<file path="config.mk">
export PLATFORM = sky130hd
export DESIGN_NAME = line_centroid_steering_unit
export DESIGN_NICKNAME = d
export VERILOG_FILES = /design/src/design/lcs_pkg.sv /design/src/design/lcs_front.sv /design/src/design/lcs_queue.sv /design/src/design/lcs_back.sv /design/src/design/line_centroid_steering_unit.sv
export SDC_FILE = /design/constraint.sdc
export NUM_CORES = 1
export LEC_CHECK = 0
export ABC_AREA = 1
export BUFFER_PORTS_ARGS = -buffer_cell sky130_fd_sc_hd__clkbuf_2
export CAP_MARGIN = 20
export CORE_ASPECT_RATIO = 0.7
export CORE_UTILIZATION = 40
export DETAILED_ROUTE_END_ITERATION = 16
export SYNTH_ARGS = -nofsm -noshare
export SYNTH_HDL_FRONTEND = slang
export SYNTH_SLANG_ARGS = --single-unit
export TNS_END_PERCENT = 20
</file>
<file path="constraint.sdc">
create_clock -name clk -period 7.3 [get_ports clk]
set_clock_uncertainty 0.15 [all_clocks]
set_input_delay 0.365 -clock clk [delete_from_list [all_inputs] [get_ports clk]]
set_output_delay 0.365 -clock clk [all_outputs]
set_load 0.02 [all_outputs]
</file>
<file path="src/design/lcs_pkg.sv">
// Shared types, constants and helper functions for the line centroid steering unit.
// Used by every module of the block; depends on nothing else.
`timescale 1ns / 1ps

package lcs_pkg;

  // Sensor array geometry.
  localparam int SENSORS = 32;
  localparam int WINDOW = 8;
  localparam int GROUP = 8;
  localparam int GROUPS = SENSORS / GROUP;
  localparam int STEP_W = $clog2(GROUPS);
  localparam int IDX_W = $clog2(SENSORS);
  localparam int WCNT_W = $clog2(WINDOW + 1);

  // Field and datapath widths.
  localparam int HW_W = 6;
  localparam int GSUM_W = 9;
  localparam int GLIT_W = 4;
  localparam int WSUM_W = 10;
  localparam int LIT_W = 6;
  localparam int NUM_W = 19;
  localparam int CNT_W = $clog2(NUM_W);
  localparam int POS_W = 15;
  localparam int ERR_W = 16;
  localparam int DEC_W = 3;
  localparam int HITS_W = 8;
  localparam int CFG_IDX_W = 2;
  localparam int CFG_DATA_W = 15;

  // Position scale: 1000 / 2, because weights are kept in half units.
  localparam int POS_SCALE = 500;

  // Reset values of the configuration registers.
  localparam logic [POS_W-1:0] CENTER_RESET = 15'd12500;
  localparam logic [POS_W-1:0] DEADBAND_RESET = 15'd1000;
  localparam logic [HITS_W-1:0] HITS_RESET = 8'd3;

  // Default depth of the queue between front and back.
  localparam int QUEUE_DEPTH_DEFAULT = 2;

  // Configuration register indexes.
  typedef enum logic [CFG_IDX_W-1:0] {
    REG_CENTER   = 2'd0,
    REG_DEADBAND = 2'd1,
    REG_HITS     = 2'd2
  } cfg_reg_t;

  // Decision codes.
  typedef enum logic [DEC_W-1:0] {
    DEC_BOX         = 3'd0,
    DEC_RIGHT_TURN  = 3'd1,
    DEC_STEER_RIGHT = 3'd2,
    DEC_STEER_LEFT  = 3'd3,
    DEC_FORWARD     = 3'd4
  } decision_t;

  // Front state machine.
  typedef enum logic [1:0] {
    F_IDLE,
    F_SUM,
    F_PUSH
  } front_state_t;

  // Back state machine.
  typedef enum logic [1:0] {
    B_IDLE,
    B_DIV,
    B_DONE
  } back_state_t;

  // One classified frame as it travels from front to back.
  typedef struct packed {
    logic              box;
    logic              turn;
    logic [WSUM_W-1:0] wsum;
    logic [LIT_W-1:0]  lit;
  } lcs_item_t;

  // Weight of sensor i in half units.
  function automatic logic [HW_W-1:0] half_weight(input logic [IDX_W-1:0] i);
    logic [HW_W-1:0] iw;
    iw = HW_W'(i);
    if (i < IDX_W'(8)) begin
      return (iw + HW_W'(1)) << 1;
    end else if (i < IDX_W'(24)) begin
      return iw + HW_W'(8);
    end else begin
      return (iw - HW_W'(7)) << 1;
    end
  endfunction

  // Number of set bits in a window of sensors.
  function automatic logic [WCNT_W-1:0] window_count(input logic [WINDOW-1:0] bits);
    logic [WCNT_W-1:0] c;
    c = '0;
    for (int k = 0; k < WINDOW; k++) begin
      c = c + WCNT_W'(bits[k]);
    end
    return c;
  endfunction

endpackage

</file>
<file path="src/design/lcs_front.sv">
// Front part: takes sensor frame transfers, forms the weighted sum and lit count over
// four group steps, classifies box and right turn, and pushes the result to the queue.
// Depends on lcs_pkg.
`timescale 1ns / 1ps

module lcs_front
  import lcs_pkg::*;
(
  input  logic              clk,
  input  logic              rst,
  input  logic              in_valid,
  output logic              in_stall,
  input  logic [SENSORS-1:0] sensor_bits,
  input  logic [HITS_W-1:0] required_hits,
  input  logic              q_full,
  output logic              q_push,
  output lcs_item_t         q_item
);

  front_state_t      state;
  front_state_t      state_next;
  logic [SENSORS-1:0] frame_bits;
  logic [STEP_W-1:0] step;
  logic [WSUM_W-1:0] wsum;
  logic [LIT_W-1:0]  lit;
  logic [HITS_W-1:0] run_count;

  logic [GSUM_W-1:0] grp_wsum;
  logic [GLIT_W-1:0] grp_lit;
  logic [GROUP-1:0]  grp_bits;
  logic              box;
  logic              cand;
  logic              turn;
  logic [HITS_W-1:0] run_inc;
  logic [HITS_W-1:0] need;
  logic [HITS_W-1:0] run_count_next;
  logic              in_xfer;

  assign in_xfer = in_valid && !in_stall;

  // Weighted sum and lit count of the current group of eight sensors.
  always_comb begin
    grp_bits = frame_bits[{step, 3'b000} +: GROUP];
    grp_wsum = '0;
    grp_lit = '0;
    for (int k = 0; k < GROUP; k++) begin
      if (grp_bits[k]) begin
        grp_wsum = grp_wsum + GSUM_W'(half_weight({step, 3'(k)}));
        grp_lit = grp_lit + GLIT_W'(1);
      end
    end
  end

  // Box and right-turn classification with the consecutive-frame counter.
  always_comb begin
    box = window_count(frame_bits[WINDOW-1:0]) >= WCNT_W'(WINDOW - 1);
    cand = window_count(frame_bits[SENSORS-1 -: WINDOW]) >= WCNT_W'(WINDOW - 1);
    need = (required_hits == '0) ? HITS_W'(1) : required_hits;
    run_inc = '0;
    if (cand) begin
      run_inc = (run_count == '1) ? run_count : run_count + HITS_W'(1);
    end
    turn = 1'b0;
    run_count_next = run_inc;
    if (box) begin
      run_count_next = '0;
    end else if (run_inc >= need) begin
      turn = 1'b1;
      run_count_next = '0;
    end
  end

  // Next state.
  always_comb begin
    state_next = state;
    unique case (state)
      F_IDLE: begin
        if (in_xfer) state_next = F_SUM;
      end
      F_SUM: begin
        if (step == STEP_W'(GROUPS - 1)) state_next = F_PUSH;
      end
      F_PUSH: begin
        if (!q_full) state_next = F_IDLE;
      end
      default: state_next = F_IDLE;
    endcase
  end

  // State outputs.
  always_comb begin
    in_stall = (state != F_IDLE);
    q_push = (state == F_PUSH) && !q_full;
    q_item.box = box;
    q_item.turn = turn;
    q_item.wsum = wsum;
    q_item.lit = lit;
  end

  // Control registers.
  always_ff @(posedge clk) begin
    if (rst) begin
      state <= F_IDLE;
      run_count <= '0;
    end else begin
      state <= state_next;
      if (q_push) run_count <= run_count_next;
    end
  end

  // Frame and accumulators.
  always_ff @(posedge clk) begin
    if (in_xfer) begin
      frame_bits <= sensor_bits;
      step <= '0;
      wsum <= '0;
      lit <= '0;
    end else if (state == F_SUM) begin
      step <= step + STEP_W'(1);
      wsum <= wsum + WSUM_W'(grp_wsum);
      lit <= lit + LIT_W'(grp_lit);
    end
  end

endmodule

</file>
<file path="src/design/lcs_queue.sv">
// Short first-in first-out queue of classified frames between front and back.
// Depends on lcs_pkg for the item type.
`timescale 1ns / 1ps

module lcs_queue
  import lcs_pkg::*;
#(
  parameter int DEPTH = QUEUE_DEPTH_DEFAULT
) (
  input  logic      clk,
  input  logic      rst,
  input  logic      push,
  input  lcs_item_t push_item,
  output logic      full,
  input  logic      pop,
  output lcs_item_t head,
  output logic      empty
);

  localparam int PTR_W = $clog2(DEPTH);
  localparam int FILL_W = $clog2(DEPTH + 1);

  lcs_item_t         entries [DEPTH];
  logic [PTR_W-1:0]  wr_ptr;
  logic [PTR_W-1:0]  rd_ptr;
  logic [FILL_W-1:0] fill;

  assign full = (fill == FILL_W'(DEPTH));
  assign empty = (fill == '0);
  assign head = entries[rd_ptr];

  // Pointers and fill level.
  always_ff @(posedge clk) begin
    if (rst) begin
      wr_ptr <= '0;
      rd_ptr <= '0;
      fill <= '0;
    end else begin
      if (push) begin
        wr_ptr <= (wr_ptr == PTR_W'(DEPTH - 1)) ? '0 : wr_ptr + PTR_W'(1);
      end
      if (pop) begin
        rd_ptr <= (rd_ptr == PTR_W'(DEPTH - 1)) ? '0 : rd_ptr + PTR_W'(1);
      end
      if (push && !pop) begin
        fill <= fill + FILL_W'(1);
      end else if (pop && !push) begin
        fill <= fill - FILL_W'(1);
      end
    end
  end

  // Entry storage.
  always_ff @(posedge clk) begin
    if (push) entries[wr_ptr] <= push_item;
  end

`ifndef SYNTHESIS
  a_no_push_full: assert property (@(posedge clk) disable iff (rst) push |-> !full)
    else $error("queue written while full");
  a_no_pop_empty: assert property (@(posedge clk) disable iff (rst) pop |-> !empty)
    else $error("queue read while empty");
  a_fill_step: assert property (@(posedge clk) disable iff (rst)
    (push && !pop) |=> (fill == $past(fill) + FILL_W'(1)))
    else $error("queue fill level did not follow a lone push");
`endif

endmodule

</file>
<file path="src/design/lcs_back.sv">
// Back part: pops classified frames, divides the scaled weighted sum by the lit count
// one quotient bit per cycle, and forms position, error and decision in the output register.
// Depends on lcs_pkg.
`timescale 1ns / 1ps

module lcs_back
  import lcs_pkg::*;
(
  input  logic             clk,
  input  logic             rst,
  input  logic             q_empty,
  input  lcs_item_t        q_item,
  output logic             q_pop,
  input  logic [POS_W-1:0] center,
  input  logic [POS_W-1:0] deadband,
  output logic             out_valid,
  input  logic             out_stall,
  output logic [DEC_W-1:0] decision,
  output logic [POS_W-1:0] position,
  output logic signed [ERR_W-1:0] error
);

  back_state_t       state;
  back_state_t       state_next;
  logic [NUM_W-1:0]  quo;
  logic [LIT_W-1:0]  rem;
  logic [LIT_W-1:0]  divisor;
  logic [CNT_W-1:0]  cnt;
  logic              box;
  logic              turn;

  logic [LIT_W:0]    trial;
  logic              ge;
  logic [LIT_W-1:0]  rem_next;
  logic [POS_W-1:0]  pos_calc;
  logic signed [ERR_W-1:0] err_calc;
  logic signed [ERR_W-1:0] db;
  decision_t         dec_calc;
  logic              out_load;

  // One restoring division step.
  always_comb begin
    trial = {rem, quo[NUM_W-1]};
    ge = trial >= {1'b0, divisor};
    rem_next = ge ? LIT_W'(trial - {1'b0, divisor}) : trial[LIT_W-1:0];
  end

  // Position, error and steering decision from the finished quotient.
  always_comb begin
    pos_calc = (divisor == '0) ? '0 : quo[POS_W-1:0];
    err_calc = $signed({1'b0, pos_calc}) - $signed({1'b0, center});
    db = $signed({1'b0, deadband});
    if (box) begin
      dec_calc = DEC_BOX;
    end else if (turn) begin
      dec_calc = DEC_RIGHT_TURN;
    end else if (err_calc > db) begin
      dec_calc = DEC_STEER_RIGHT;
    end else if (err_calc < -db) begin
      dec_calc = DEC_STEER_LEFT;
    end else begin
      dec_calc = DEC_FORWARD;
    end
  end

  // Next state.
  always_comb begin
    state_next = state;
    unique case (state)
      B_IDLE: begin
        if (!q_empty) state_next = B_DIV;
      end
      B_DIV: begin
        if (cnt == '0) state_next = B_DONE;
      end
      B_DONE: begin
        if (!out_valid || !out_stall) state_next = B_IDLE;
      end
      default: state_next = B_IDLE;
    endcase
  end

  // State outputs.
  always_comb begin
    q_pop = (state == B_IDLE) && !q_empty;
    out_load = (state == B_DONE) && (!out_valid || !out_stall);
  end

  // Control registers.
  always_ff @(posedge clk) begin
    if (rst) begin
      state <= B_IDLE;
      out_valid <= 1'b0;
    end else begin
      state <= state_next;
      if (out_load) begin
        out_valid <= 1'b1;
      end else if (!out_stall) begin
        out_valid <= 1'b0;
      end
    end
  end

  // Divider datapath.
  always_ff @(posedge clk) begin
    if (q_pop) begin
      quo <= NUM_W'(q_item.wsum * POS_SCALE);
      rem <= '0;
      divisor <= q_item.lit;
      cnt <= CNT_W'(NUM_W - 1);
      box <= q_item.box;
      turn <= q_item.turn;
    end else if (state == B_DIV) begin
      quo <= {quo[NUM_W-2:0], ge};
      rem <= rem_next;
      cnt <= cnt - CNT_W'(1);
    end
  end

  // Result register.
  always_ff @(posedge clk) begin
    if (out_load) begin
      decision <= dec_calc;
      position <= pos_calc;
      error <= err_calc;
    end
  end

endmodule

</file>
<file path="src/design/line_centroid_steering_unit.sv">
// Top level of the line centroid steering unit: configuration registers, front,
// queue and back. Depends on lcs_pkg, lcs_front, lcs_queue and lcs_back.
`timescale 1ns / 1ps

// Each sensor frame transfer yields exactly one result: the centroid position of the lit
// sensors times 1000 (zero when none is lit), its error from the configured center, and a
// decision that ranks box stop over right turn over deadband steering. The front takes a
// frame, sums it in four group steps of eight sensors and classifies it in the push state,
// and takes no new frame until it is pushed. The back pops a frame, divides its 19-bit
// quotient one bit per cycle and loads the result register, waiting in the done state
// while the output stalls; it takes no new frame before then, so the serial divider sets
// the sustained rate. A queue of QUEUE_DEPTH frames lets the front run ahead while a result
// waits to be taken. Configuration writes take effect at once and are meant for idle times.

module line_centroid_steering_unit
  import lcs_pkg::*;
#(
  parameter int QUEUE_DEPTH = QUEUE_DEPTH_DEFAULT
) (
  input  logic                  clk,
  input  logic                  rst,
  input  logic                  cfg_we,
  input  logic [CFG_IDX_W-1:0]  cfg_index,
  input  logic [CFG_DATA_W-1:0] cfg_data,
  input  logic                  in_valid,
  output logic                  in_stall,
  input  logic [SENSORS-1:0]    sensor_bits,
  output logic                  out_valid,
  input  logic                  out_stall,
  output logic [DEC_W-1:0]      decision,
  output logic [POS_W-1:0]      position,
  output logic signed [ERR_W-1:0] error
);

  logic [POS_W-1:0]  center;
  logic [POS_W-1:0]  deadband;
  logic [HITS_W-1:0] required_hits;

  logic      q_push;
  logic      q_pop;
  logic      q_full;
  logic      q_empty;
  lcs_item_t q_in;
  lcs_item_t q_head;

  // Configuration registers.
  always_ff @(posedge clk) begin
    if (rst) begin
      center <= CENTER_RESET;
      deadband <= DEADBAND_RESET;
      required_hits <= HITS_RESET;
    end else if (cfg_we) begin
      case (cfg_index)
        REG_CENTER:   center <= cfg_data;
        REG_DEADBAND: deadband <= cfg_data;
        REG_HITS:     required_hits <= cfg_data[HITS_W-1:0];
        default: ;
      endcase
    end
  end

  lcs_front u_front (
    .clk           (clk),
    .rst           (rst),
    .in_valid      (in_valid),
    .in_stall      (in_stall),
    .sensor_bits   (sensor_bits),
    .required_hits (required_hits),
    .q_full        (q_full),
    .q_push        (q_push),
    .q_item        (q_in)
  );

  lcs_queue #(
    .DEPTH (QUEUE_DEPTH)
  ) u_queue (
    .clk       (clk),
    .rst       (rst),
    .push      (q_push),
    .push_item (q_in),
    .full      (q_full),
    .pop       (q_pop),
    .head      (q_head),
    .empty     (q_empty)
  );

  lcs_back u_back (
    .clk       (clk),
    .rst       (rst),
    .q_empty   (q_empty),
    .q_item    (q_head),
    .q_pop     (q_pop),
    .center    (center),
    .deadband  (deadband),
    .out_valid (out_valid),
    .out_stall (out_stall),
    .decision  (decision),
    .position  (position),
    .error     (error)
  );

endmodule

</file>
* Yosys cells after proc, flatten, opt, wreduce, memory -nomap -nowiden
Memory sizes are Yosys's and may differ from the RTL's. A register that Yosys moved wholly into a read port is not among the register bits. Cells that the tools add are included.
Operators by class: $add $sub $neg 64, multiply operators 1, magnitude comparators 22, equal/unequal tests 16, shift-type cells 1, multiplexer cells 71, reduce and logical (&&, ||, !) cells 31
Operator list (number):
- 6-bit 2-to-1 mux | 25
- 9-bit by 6-bit adder with 9-bit output | 7
- 9-bit 2-to-1 mux | 7
- 4-bit by 1-bit adder with 4-bit output | 12
- 5-bit by 4-bit adder with 6-bit output, second input constant | 8
- 5-bit by 1-bit adder with 5-bit output, second input constant | 8
- 5-bit by 4-bit less-than comparator with 1-bit output, second input constant | 8
- 5-bit less-than comparator, second input constant | 8
- 8-bit 2-to-1 mux | 5
- 5-bit by 3-bit subtractor with 5-bit output, second input constant | 8
- 19-bit 2-to-1 mux | 2
- 32-bit by 6-bit indexed part select with 8-bit output | 1
- 4-bit by 1-bit adder with 4-bit output, second input constant | 7
- 4-bit 2-to-1 mux | 7
- 2-bit 2-to-1 mux | 9
- 10-bit by 7-bit multiplier with 17-bit output, second input constant | 1
- 16-bit > comparator | 1
- 16-bit less-than comparator | 1
- 15-bit negation with 16-bit output | 1
- 15-bit by 15-bit subtractor with 16-bit output | 1
- 15-bit 2-to-1 mux | 1
- 1-bit 2-to-1 mux | 12
- 2-bit case mux with 3 select lines | 2
- 10-bit by 9-bit adder with 10-bit output | 1
- other kinds (29) | 63
Storage, ports and cells: register bits 177, memory bits (writable) 36, output and inout bits 36, logic and storage cells 233, memories 1
Memories:
- u_queue.entries | words 2, width 18, rd ports 1, clocked after memory_dff 1, write ports 1, RTL line lcs_queue.sv:23 | lcs_item_t entries [DEPTH];

* Depth between registers and ports, before layout
Gate-level depths: netlist of run 1.
depth after elaboration 19, gate-level depth with buffers 53, depth with buffers taken out 51

* By module
A second synthesis of run 1 with hierarchy kept.
Unflattened totals: cell total of the unflattened synthesis 1897, area, all modules 15816.4 µm²
By module, submodules not included:
- lcs_back | instances 1, cells each 734, area an instance 6448.7 µm², seq. area each 2092.0 µm²
- lcs_front | instances 1, cells each 853, area an instance 6272.3 µm², seq. area each 1521.5 µm²
- lcs_queue | instances 1, cells each 89, area an instance 1579.0 µm², seq. area each 1181.1 µm²
- line_centroid_steering_unit | instances 1, cells each 221, area an instance 1516.5 µm², seq. area each 760.7 µm²

* Least setup slack after synthesis of run 1
No wires, ideal clock.
path kind reg-to-reg, start reg u_front.step[0], end reg u_front.wsum[9], arrival time 6.983 ns, setup slack 0.004 ns, stages on the path, launching flop included 44, path buffers 4, clock period less this slack 7.296 ns, cell sequence dfxtp_1 > buf_6 > inv_2 > buf_6 > buf_6 > ha_1 > clkbuf_1 > inv_1 > o21ai_1 > ha_1 > xnor2_1 > o21ai_1 > ha_1 > nand2_1 > inv_1 > nand3_1 > nand2_1 > or2_2 > (+8 left out) > ha_1 > inv_1 > or2_2 > nand2_1 > nand2_1 > ha_1 > o21ai_0 > nand2_1 > nand2_1 > nand3b_1 > nand2_1 > inv_1 > ha_1 > a21oi_1 > o21ai_0 > a21o_1 > a21oi_1 > nor3_1
Between the ends: word-level cells in the longest chain between the ends 19, elaborated cells on any way between the ends 80, those cells by class add/sub (32); order compare (16); shift (1); mux (31)
Ends and longest elaborated chain:
- start: declaration | RTL line lcs_front.sv:23 | logic [STEP_W-1:0] step;
- start signal: assignment | RTL line lcs_front.sv:119 | step <= step + STEP_W'(1);
- 5-bit by 4-bit adder with 6-bit output, or another cell as far along | RTL line lcs_pkg.sv:87 | return iw + HW_W'(8);
- 6-bit 2-to-1 mux | RTL line lcs_pkg.sv:86 | end else if (i < IDX_W'(24)) begin
- 6-bit 2-to-1 mux | RTL line lcs_pkg.sv:84 | if (i < IDX_W'(8)) begin
- 6-bit 2-to-1 mux | RTL line lcs_front.sv:47 | if (grp_bits[k]) begin
- 9-bit by 6-bit adder with 9-bit output | RTL line lcs_front.sv:48 | grp_wsum = grp_wsum + GSUM_W'(half_weight({step, 3'(k)}));
- 9-bit 2-to-1 mux | RTL line lcs_front.sv:47
- 9-bit by 6-bit adder with 9-bit output | RTL line lcs_front.sv:48
- 9-bit 2-to-1 mux | RTL line lcs_front.sv:47
- (+3 left out)
- 9-bit 2-to-1 mux | RTL line lcs_front.sv:47
- 9-bit by 6-bit adder with 9-bit output | RTL line lcs_front.sv:48
- 9-bit 2-to-1 mux | RTL line lcs_front.sv:47
- 9-bit by 6-bit adder with 9-bit output | RTL line lcs_front.sv:48
- 9-bit 2-to-1 mux | RTL line lcs_front.sv:47
- 9-bit by 6-bit adder with 9-bit output | RTL line lcs_front.sv:48
- 9-bit 2-to-1 mux * | RTL line lcs_front.sv:47
- 10-bit by 9-bit adder with 10-bit output * | RTL line lcs_front.sv:120 | wsum <= wsum + WSUM_W'(grp_wsum);
- end signal: assignment | RTL line lcs_front.sv:120
- end: declaration | RTL line lcs_front.sv:24 | logic [WSUM_W-1:0] wsum;
Mark *: on every way between the ends. The rest lies on a longest branch, timed or not. The select of a mux whose other input is x is not followed. A chain may end at the register's enable or synchronous reset.

* Worst setup path after layout of run 1
start reg u_front.frame_bits[24], end reg u_front.wsum[9]
Between the ends: word-level cells in the longest chain between the ends 17
Ends and longest elaborated chain:
- start: declaration | RTL line lcs_front.sv:22 | logic [SENSORS-1:0] frame_bits;
- start signal: assignment | RTL line lcs_front.sv:114 | frame_bits <= sensor_bits;
- 32-bit by 6-bit indexed part select with 8-bit output * | RTL line lcs_front.sv:43 | grp_bits = frame_bits[{step, 3'b000} +: GROUP];
- 6-bit 2-to-1 mux * | RTL line lcs_front.sv:47
- 9-bit by 6-bit adder with 9-bit output | RTL line lcs_front.sv:48
- 9-bit 2-to-1 mux * | RTL line lcs_front.sv:47
- 9-bit by 6-bit adder with 9-bit output | RTL line lcs_front.sv:48
- 9-bit 2-to-1 mux * | RTL line lcs_front.sv:47
- 9-bit by 6-bit adder with 9-bit output | RTL line lcs_front.sv:48
- 9-bit 2-to-1 mux * | RTL line lcs_front.sv:47
- 9-bit by 6-bit adder with 9-bit output | RTL line lcs_front.sv:48
- 9-bit 2-to-1 mux * | RTL line lcs_front.sv:47
- 9-bit by 6-bit adder with 9-bit output | RTL line lcs_front.sv:48
- 9-bit 2-to-1 mux * | RTL line lcs_front.sv:47
- 9-bit by 6-bit adder with 9-bit output | RTL line lcs_front.sv:48
- 9-bit 2-to-1 mux * | RTL line lcs_front.sv:47
- 9-bit by 6-bit adder with 9-bit output | RTL line lcs_front.sv:48
- 9-bit 2-to-1 mux * | RTL line lcs_front.sv:47
- 10-bit by 9-bit adder with 10-bit output * | RTL line lcs_front.sv:120
Mark *: on every way between the ends. The rest lies on a longest branch, timed or not.

==> flow_summary.json, run 1 <==
{
  "layout.cells.non_filler": 2343,
  "cts_tree": "yes",
  "start_kind": "flip-flop",
  "setup_ws_ns": 0.370,
  "crit_top_cell": "nand2_1",
  "hp-start": "rst",
  "clock.fmax_mhz": 144,
  "die_h_um": 162,
  "port_buffers": 89,
  "coreArea_um2": 36000,
  "crit_start": "u_front.frame_bits[24]",
  "worstPathRequired_ns": 7.55,
  "wl_per_cell_um": 14.1,
  "cts.clk_slew.worst_paths_ns": 0.06,
  "synth.area.top_cells": "edfxtp_1 (26%), ha_1 (14%), dfxtp_1 (12%), nand2_1 (7.8%), inv_1 (6.7%)",
  "synth_enable_flop_cells": 127,
  "reg2reg_slack_ns": 0.37,
  "die-area_um2": 37500,
  "end_kind": "flip-flop",
  "hp-class": "in -> reg",
  "fillers": 3419,
  "clk_latency_ns": 0.54,
  "gp_congestion": 0.881,
  "nets": 2108,
  "drv_slew": 0,
  "layout_commonest_cell": "nand2_1",
  "drive_gt1_share_pct": 14.5,
  "drc_errors": 0,
  "finalSetupViolCount": 0,
  "cp.arrival_ns": 7.18,
  "worst_slew_pin_slew_ns": 1.06,
  "yosysSeqAreaShare_pct": 37.9,
  "post-synth-top-area-fraction_pct": 26.0,
  "pre_cts_ws_ns": -0.135,
  "routed_wl_mm": 32.9,
  "final_cell_mix": "nand2_1 (303), inv_1 (258), ha_1 (154), a21oi_1 (129), edfxtp_1 (127)",
  "gr-total-overflow": 0,
  "grt_pass1_vias": 11180,
  "vias": 11561,
  "floorplan.initialDensity_pct": 40.8,
  "firstDrtPassIters": 5,
  "cts_sinks": 214,
  "ctsLongestPathBuffers": 3,
  "outcome": "finished, final reports clean",
  "rows": 58,
  "routed_via_density": 4.93,
  "synthCells": 1686,
  "track_usage_pct": 17.9,
  "syn_to_final_growth_pct": 17.7,
  "grt_pass1_wl_mm": 55.0,
  "antenna_found_initial": 0,
  "cts_buffers": 23,
  "synth-seq-cells": 214,
  "io_pins": 90,
  "crit_fanout": 5,
  "htreeDepth": 1,
  "ant_nets": 0,
  "antenna_cells": 0,
  "async_flop_share_pct": 0,
  "cts_root_buffer": "clkbuf_16",
  "synth_ff_type": "edfxtp_1",
  "hold_violations": 0,
  "cap_violations": 0,
  "synth_area_um2": 14700,
  "cpMaxStageDelayCell": "edfxtp_1",
  "synthDistinctLibCells": 54,
  "synth_warnings": 0,
  "r2r_start": "u_front.frame_bits[24]",
  "crit_path_max_incr_delay_ns": 0.46,
  "syn_area_per_cell_um2": 8.70,
  "period_needed_ns": 6.93,
  "synth_nets": 1948,
  "yosysTopAreaCell": "edfxtp_1",
  "relSlewSlack_pct": 28.4,
  "crit_type": "reg -> reg",
  "grt_max_degree": 40,
  "die_w_um": 231,
  "place_inst": 2244,
  "place.detailed.hpwl_mm": 25.1,
  "drt-initial-drc-count": 810,
  "timing.final.crit_share_pct": 94.9
}
per-stage QoR:
step	setup TNS, ns	instance area (um^2)	hold WS (ns)	utilization, %
after CTS	0	17000	0.0720	47.3
after floorplan	0	14700	0.276	-
final	0	17300	0.0913	48.0
after global placement	0	15700	0.285	43.7
after global routing	-0.117	17300	0.107	48.0
after detailed placement	-0.189	15700	0.304	43.7
synthesized netlist by cell type, types with 23 or more instances:
master and number:
nand2_1 305, xor2_1 51, o21ai_0 108, nand3_1 68, nand2_2 23, dfxtp_1 87
fa_1 45, nor2_1 89, clkbuf_1 24, ha_1 163, edfxtp_1 127, a21oi_1 132
inv_1 261
sequential cells by signal (all words and copies together), names as in the netlist, 3 cells and up, named ones only:
name / count
center: 15
deadband: 15
required_hits: 8
u_back.cnt: 5
u_back.decision: 3
u_back.divisor: 6
u_back.error: 16
u_back.position: 15
u_back.quo: 19
u_back.rem: 6
u_front.frame_bits: 32
u_front.lit: 6
u_front.run_count: 8
u_front.wsum: 10
u_queue.entries: 36
what timing repair did:
item | in CTS | in global routing
pin swaps | 4 | 18
gates resized for setup | 4 | 48
hold buffers | 48 | 0
buffers inserted | 3 | 6
endpoints found under the hold margin | 56 | 0
setup endpoints to repair | 2 | 4
final timing paths:
kind / to / cells after the start
max reg2reg: u_front.wsum[9] / 45
min: u_front.run_count[1] / 2
min reg2reg: u_queue.rd_ptr / 1
max: u_front.wsum[9] / 45
logic make-up (layout without fill, tap and decap cells):
group	count (synthesis)	in the layout	share of synthesized area [%]
AND/OR/NAND/NOR	544	544	15.9
AO/OA/AOI/OAI	330	330	12.7
buffers and inverters	308	485	8.18
flip-flops	214	214	37.9
adder cells (fa/ha/maj)	208	208	20.0
XOR/XNOR	67	67	4.10
multiplexers	15	15	1.15
cell type report:
| type | instances | area (um^2) | area share (%) |
|---|---|---|---|
| tap | 480 | 601 | 3.48 |
| inverter | 272 | 1030 | 5.94 |
| clock buffer | 32 | 677 | 3.92 |
| multi-input combinational | 1164 | 8150 | 47.2 |
| clock inverter | 10 | 75.1 | 0.435 |
| timing repair buffer | 171 | 1180 | 6.86 |
| sequential | 214 | 5560 | 32.2 |
worst max-delay path: cells and delay by family, from the launching register on:
kind	cells	cell delay, ns
XOR/XNOR	3	0.53
AND/OR/NAND/NOR	17	1.39
adder cells (fa/ha/maj)	7	2.01
AO/OA/AOI/OAI	11	1.74
buffers and inverters	7	0.54
flip-flops	1	0.46
routing by layer:
layer | share of wire, % | GRT usage, % | up-vias | wire, um
met4 | 1.6 | 3.61 | 0 | 513
met3 | 4.0 | 2.39 | 39 | 1310
met1 | 52 | 26.5 | 5363 | 17100
li1 | - | - | 5962 | -
met5 | 0 | 0 | - | 0
met2 | 42 | 27.9 | 197 | 14000
Power of run 1 is not shown: default switching activity piles up to over one toggle a cycle in this logic, so the estimate is an artifact.
==> inputs of run 2 (changes only) <==
==> constraint.sdc (replaced) <==
create_clock -name clk -period 7 [get_ports clk]
set_clock_uncertainty 0.15 [all_clocks]
set_input_delay 0.35 -clock clk [delete_from_list [all_inputs] [get_ports clk]]
set_output_delay 0.35 -clock clk [all_outputs]
set_load 0.02 [all_outputs]
==> run 2 against run 1 <==
First-iteration DRC count shrank 0.12%. Clock-buffer cell count shrank 4. Worst hold slack lost 0.015 ns. Largest cell class unchanged. Worst setup slack lost 0.057 ns. Via count grew 2.0%. Critical endpoint unchanged. Sequential cell count is the same. Cell count grew 1.4%. Global-route usage shrank 0.14 points. Die area is the same. Critical path depth grew 5. Maximum frequency grew 3.6%.
==> flow_summary.json, run 2 (synthesis gave the netlist of run 1 again) <==
{
  "htreeDepth": 1,
  "hold_violations": 0,
  "reg.largest.list": "u_queue.entries: 36 flops, u_front.frame_bits: 32 flops, u_back.quo: 19 flops",
  "layout_commonest_cell": "nand2_1",
  "worst_r2r_path_depth": 50,
  "cp.arrival_ns": 6.94,
  "clock.fmax_mhz": 150,
  "hp-class": "in -> reg",
  "worst_slew_pin_slew_ns": 1.03,
  "crit_type": "reg -> reg",
  "min_delay_path_depth": 2,
  "routed_wl_mm": 33.3,
  "die-area_um2": 37500,
  "r2r_start": "u_front.step[0]",
  "ant_nets": 0,
  "vias": 11796,
  "crit_path_max_incr_delay_ns": 0.36,
  "cts_tree": "yes",
  "crit_family": "simple AND/OR/NAND/NOR gates",
  "io_pins": 90,
  "rr_endpoint": "u_front.wsum[9]",
  "ctsLongestPathBuffers": 3,
  "routed_via_density": 4.97,
  "cts.clk_slew.worst_paths_ns": 0.06,
  "die_w_um": 231,
  "busiest_layer": "met2",
  "holdPathEnd": "u_back.state[1]",
  "whs_ns": 0.0760,
  "hp-start": "rst",
  "timing.final.crit_share_pct": 95.5,
  "final_util_pct": 49.3,
  "firstDrtPassIters": 5,
  "crit_fanout": 5,
  "critPathBufInv": 7,
  "end_kind": "flip-flop",
  "crit_top_cell": "nand2_2",
  "gp_congestion": 0.874,
  "cts_root_buffer": "clkbuf_16",
  "drt-initial-drc-count": 809,
  "rows": 58,
  "syn_to_final_growth_pct": 21.0,
  "stdcell_area_um2": 17800,
  "relSlewSlack_pct": 30.7,
  "wl_per_cell_um": 14.0,
  "port_buffers": 89,
  "period_needed_ns": 6.69,
  "grt_max_degree": 40,
  "drc_errors": 0,
  "finalSetupViolCount": 0,
  "cpMaxStageDelayCell": "dfxtp_4",
  "cap_violations": 0,
  "track_usage_pct": 17.8,
  "outcome": "finished, final reports clean",
  "fin_setup_tns_ns": 0,
  "grt_pass1_wl_mm": 54.6,
  "clk_latency_ns": 0.54,
  "grt_use_met3_pct": 2.58,
  "final_cell_mix": "nand2_1 (294), inv_1 (255), ha_1 (148), edfxtp_1 (127), a21oi_1 (124)",
  "gr-total-overflow": 0,
  "worstPathRequired_ns": 7.25,
  "drive_gt1_share_pct": 17.7,
  "met2_usage_pct": 27.7,
  "top_register": "u_queue.entries",
  "antenna_found_initial": 0,
  "antenna_cells": 0,
  "nets": 2140,
  "place_area_um2": 15900,
  "grt_pass1_vias": 11275,
  "largest_reg_flops": 36,
  "reg2reg_slack_ns": 0.31,
  "drv_slew": 0,
  "floorplan.initialDensity_pct": 40.8,
  "start_kind": "flip-flop",
  "grtUsageMet1_pct": 26.1,
  "die_h_um": 162,
  "cts_sinks": 214,
  "cts_buffers": 23,
  "place.detailed.hpwl_mm": 25.2,
  "coreArea_um2": 36000
}
[run 2: changes by cell type in the layout (fill, tap and decap cells not counted), moves of 4 or more]
cell       previous run  this run
a21oi_1             129       124
a21oi_2               2         6
buf_4                33        66
bufinv_16             0         4
clkinv_2              6         2
ha_1                154       148
ha_4                  8        15
inv_2                12        16
nand2_1             303       294
nand2_2              22        31
[run 2: final cells by class]
cell class	instances	area [um^2]
Multi-Input combinational cell	1164	8330
Tap cell	480	601
Clock buffer	28	614
Clock inverter	14	204
Inverter	272	1020
Sequential cell	214	5560
Timing Repair Buffer	203	1420
Fill cell	3354	18200
[run 2: per-stage QoR]
| step | instances | setup WS (ns) |
|---|---|---|
| 6_report | 2375 | 0.313 |
| 3_5_place_dp | 2269 | -0.253 |
| 5_1_grt | 2375 | -0.0853 |
| 4_1_cts | 2362 | 0.0138 |
| 3_3_place_gp | 2269 | 0.0191 |
| 2_1_floorplan | 1686 | 0.0598 |
[run 2: how the worst max path moves through the flow]
stage	start	end	slack (ns)	depth (start not counted)
after floorplan	u_front.step[0]	u_front.wsum[9]	0.06	43
after global placement	u_front.step[0]	u_front.wsum[9]	0.02	51
after detailed placement	u_front.step[0]	u_front.wsum[9]	-0.25	50
after CTS	u_front.step[0]	u_front.wsum[9]	0.01	50
after global routing	u_front.frame_bits[24]	u_front.wsum[9]	-0.09	49
final	u_front.step[0]	u_front.wsum[9]	0.31	50
[run 2: repair_timing]
action                                  CTS  global route
hold endpoints to repair                 57             0
resized for setup                        15            66
pin swaps                                 6            40
gates cloned                              0             0
buffers inserted                          3            13
hold buffers                             48             0
endpoints found under the setup margin    4             5
[run 2: per-layer routing]
metal,routed length [um],share of wire [%],up-vias
li1,-,-,6019
met1,17000,51,5498
met2,14100,42,237
met3,1620,4.8,42
met4,573,1.7,0
met5,0,0,-
Power of run 2 is left out for the same reason.
==> inputs of run 3 (changes only) <==
--- a/config.mk
+++ b/config.mk
@@ -8,9 +8,10 @@
 export ABC_AREA = 1
 export BUFFER_PORTS_ARGS = -buffer_cell sky130_fd_sc_hd__clkbuf_2
 export CAP_MARGIN = 20
-export CORE_ASPECT_RATIO = 0.7
+export CORE_ASPECT_RATIO = 0.75
 export CORE_UTILIZATION = 40
 export DETAILED_ROUTE_END_ITERATION = 16
+export GPL_TIMING_DRIVEN = 0
 export SYNTH_ARGS = -nofsm -noshare
 export SYNTH_HDL_FRONTEND = slang
 export SYNTH_SLANG_ARGS = --single-unit
==> run 3 against run 2 <==
Critical path depth is 12 lower. Wire length grew 4.1%. Cell area increased by 1.4%. Worst hold slack lost 0.022 ns. Register-to-register slack worse by 0.08 ns. Worst setup slack got worse by 0.082 ns. Cell count is essentially flat. Maximum frequency decreased by 1.2%.
==> flow_summary.json, run 3 (synthesis gave the netlist of run 1 again) <==
{
  "outcome": "finished, final reports clean",
  "die_w_um": 223,
  "largest_reg_flops": 36,
  "rows": 60,
  "cts_root_buffer": "clkbuf_16",
  "crit_fanout": 9,
  "io_pins": 90,
  "min_delay_path_depth": 3,
  "met2_length_mm": 15.6,
  "drv_slew": 0,
  "place.detailed.hpwl_mm": 25.9,
  "finalSetupViolCount": 0,
  "grt_max_degree": 35,
  "cp.arrival_ns": 7.00,
  "firstDrtPassIters": 5,
  "cap_violations": 0,
  "wl_met3_mm": 1.46,
  "worst_slew_pin_slew_ns": 0.960,
  "gp_congestion": 0.866,
  "clock.fmax_mhz": 148,
  "reg2reg_slack_ns": 0.23,
  "final_cell_mix": "nand2_1 (285), inv_1 (252), ha_1 (146), edfxtp_1 (127), a21oi_1 (124)",
  "vias": 11853,
  "relSlewSlack_pct": 35.9,
  "routed_via_density": 4.99,
  "whs_ns": 0.0539,
  "worst_r2r_path_depth": 38,
  "worstPathRequired_ns": 7.24,
  "cts_sinks": 214,
  "routed_wl_mm": 34.7,
  "die-area_um2": 37500,
  "track_usage_pct": 18.2,
  "floorplan.initialDensity_pct": 40.8,
  "cts_tree": "yes",
  "port_buffers": 89,
  "wl_per_cell_um": 14.6,
  "hp-start": "cfg_data[14]",
  "drt-initial-drc-count": 750,
  "htreeDepth": 1,
  "timing.final.crit_share_pct": 96.7,
  "hp-class": "in -> reg",
  "rr_endpoint": "u_front.wsum[9]",
  "drive_gt1_share_pct": 18.4,
  "gr-total-overflow": 0,
  "ctsLongestPathBuffers": 3,
  "syn_to_final_growth_pct": 22.7,
  "wl_met1_mm": 16.8,
  "hold_violations": 0,
  "cts.clk_slew.worst_paths_ns": 0.06,
  "end_kind": "flip-flop",
  "holdPathEnd": "center[14]",
  "layout_commonest_cell": "nand2_1",
  "nets": 2155,
  "grt_pass1_vias": 11354,
  "grt_pass1_wl_mm": 55.6,
  "crit_path_max_incr_delay_ns": 0.44,
  "cts_buffers": 24,
  "drc_errors": 0,
  "r2r_start": "u_front.step[0]",
  "coreArea_um2": 36000,
  "antenna_found_initial": 0,
  "cpMaxStageDelayCell": "fa_1",
  "start_kind": "flip-flop",
  "reg.largest.list": "u_queue.entries: 36 flops, u_front.frame_bits: 32 flops, u_back.quo: 19 flops",
  "highest_layer": "met4",
  "clk_latency_ns": 0.53,
  "ant_nets": 0,
  "crit_type": "reg -> reg",
  "die_h_um": 168,
  "antenna_cells": 0,
  "top_register": "u_queue.entries",
  "period_needed_ns": 6.77
}
-- run 3: cell count changes in the layout (fill, tap and decap cells not counted), sizes merged --
cell and change:
buf -9, bufinv -1, clkbuf +29, clkinvlp -3
-- run 3: per-stage QoR --
stage	instances	utilization (%)	TNS, ns	setup slack, ns	instance area (um^2)
after floorplan	1686	-	0	0.0598	14700
after global placement	2240	43.7	-1.99	-0.691	15700
after detailed placement	2243	43.9	-2.58	-0.771	15800
after CTS	2357	48.6	0	0.00540	17500
after global routing	2376	50.0	-0.344	-0.159	18000
final	2376	50.0	0	0.231	18000
-- run 3: worst max-delay path, delay by kind of cell (launching register included) --
kind	cells	cell delay (ns)
fa+ha+maj	8	2.40
compound gates	10	1.38
xor+xnor	4	0.68
simple gates	8	0.89
flops	1	0.39
buf+inv	8	0.74
-- run 3: worst max-delay path by stage --
stage	cells after the start	slack, ns	start	endpoint
global route	38	-0.16	u_front.step[0]	u_front.wsum[9]
detailed placement	44	-0.77	u_front.step[0]	u_front.wsum[9]
global placement	44	-0.69	u_front.step[0]	u_front.wsum[9]
finish	38	0.23	u_front.step[0]	u_front.wsum[9]
floorplan	43	0.06	u_front.step[0]	u_front.wsum[9]
CTS	42	0.005	u_front.step[0]	u_front.wsum[9]
-- run 3: final cells by class --
class / instances / area [um^2]
multi-input cells: 1164 / 8500
inverters: 272 / 1030
repair buffers: 182 / 1300
fillers: 3253 / 18000
flip-flops and latches: 214 / 5560
clock buffers: 34 / 689
clock inverters: 10 / 141
well taps: 465 / 582
plain buffers: 35 / 186
-- run 3: what timing repair did --
action                                  CTS  global route
endpoints found under the setup margin    5             5
setup buffers                            22            20
hold buffers                             48             0
endpoints found under the hold margin    54             0
pin swaps                                29            58
gates resized for setup                  45            90
-- run 3: routing by layer --
metal,global-route usage [%],vias to the layer above
met5,0,-
met4,5.31,0
met3,3.04,55
met2,29.5,235
met1,25.0,5499
li1,-,6064
Power of run 3 is left out for the same reason.
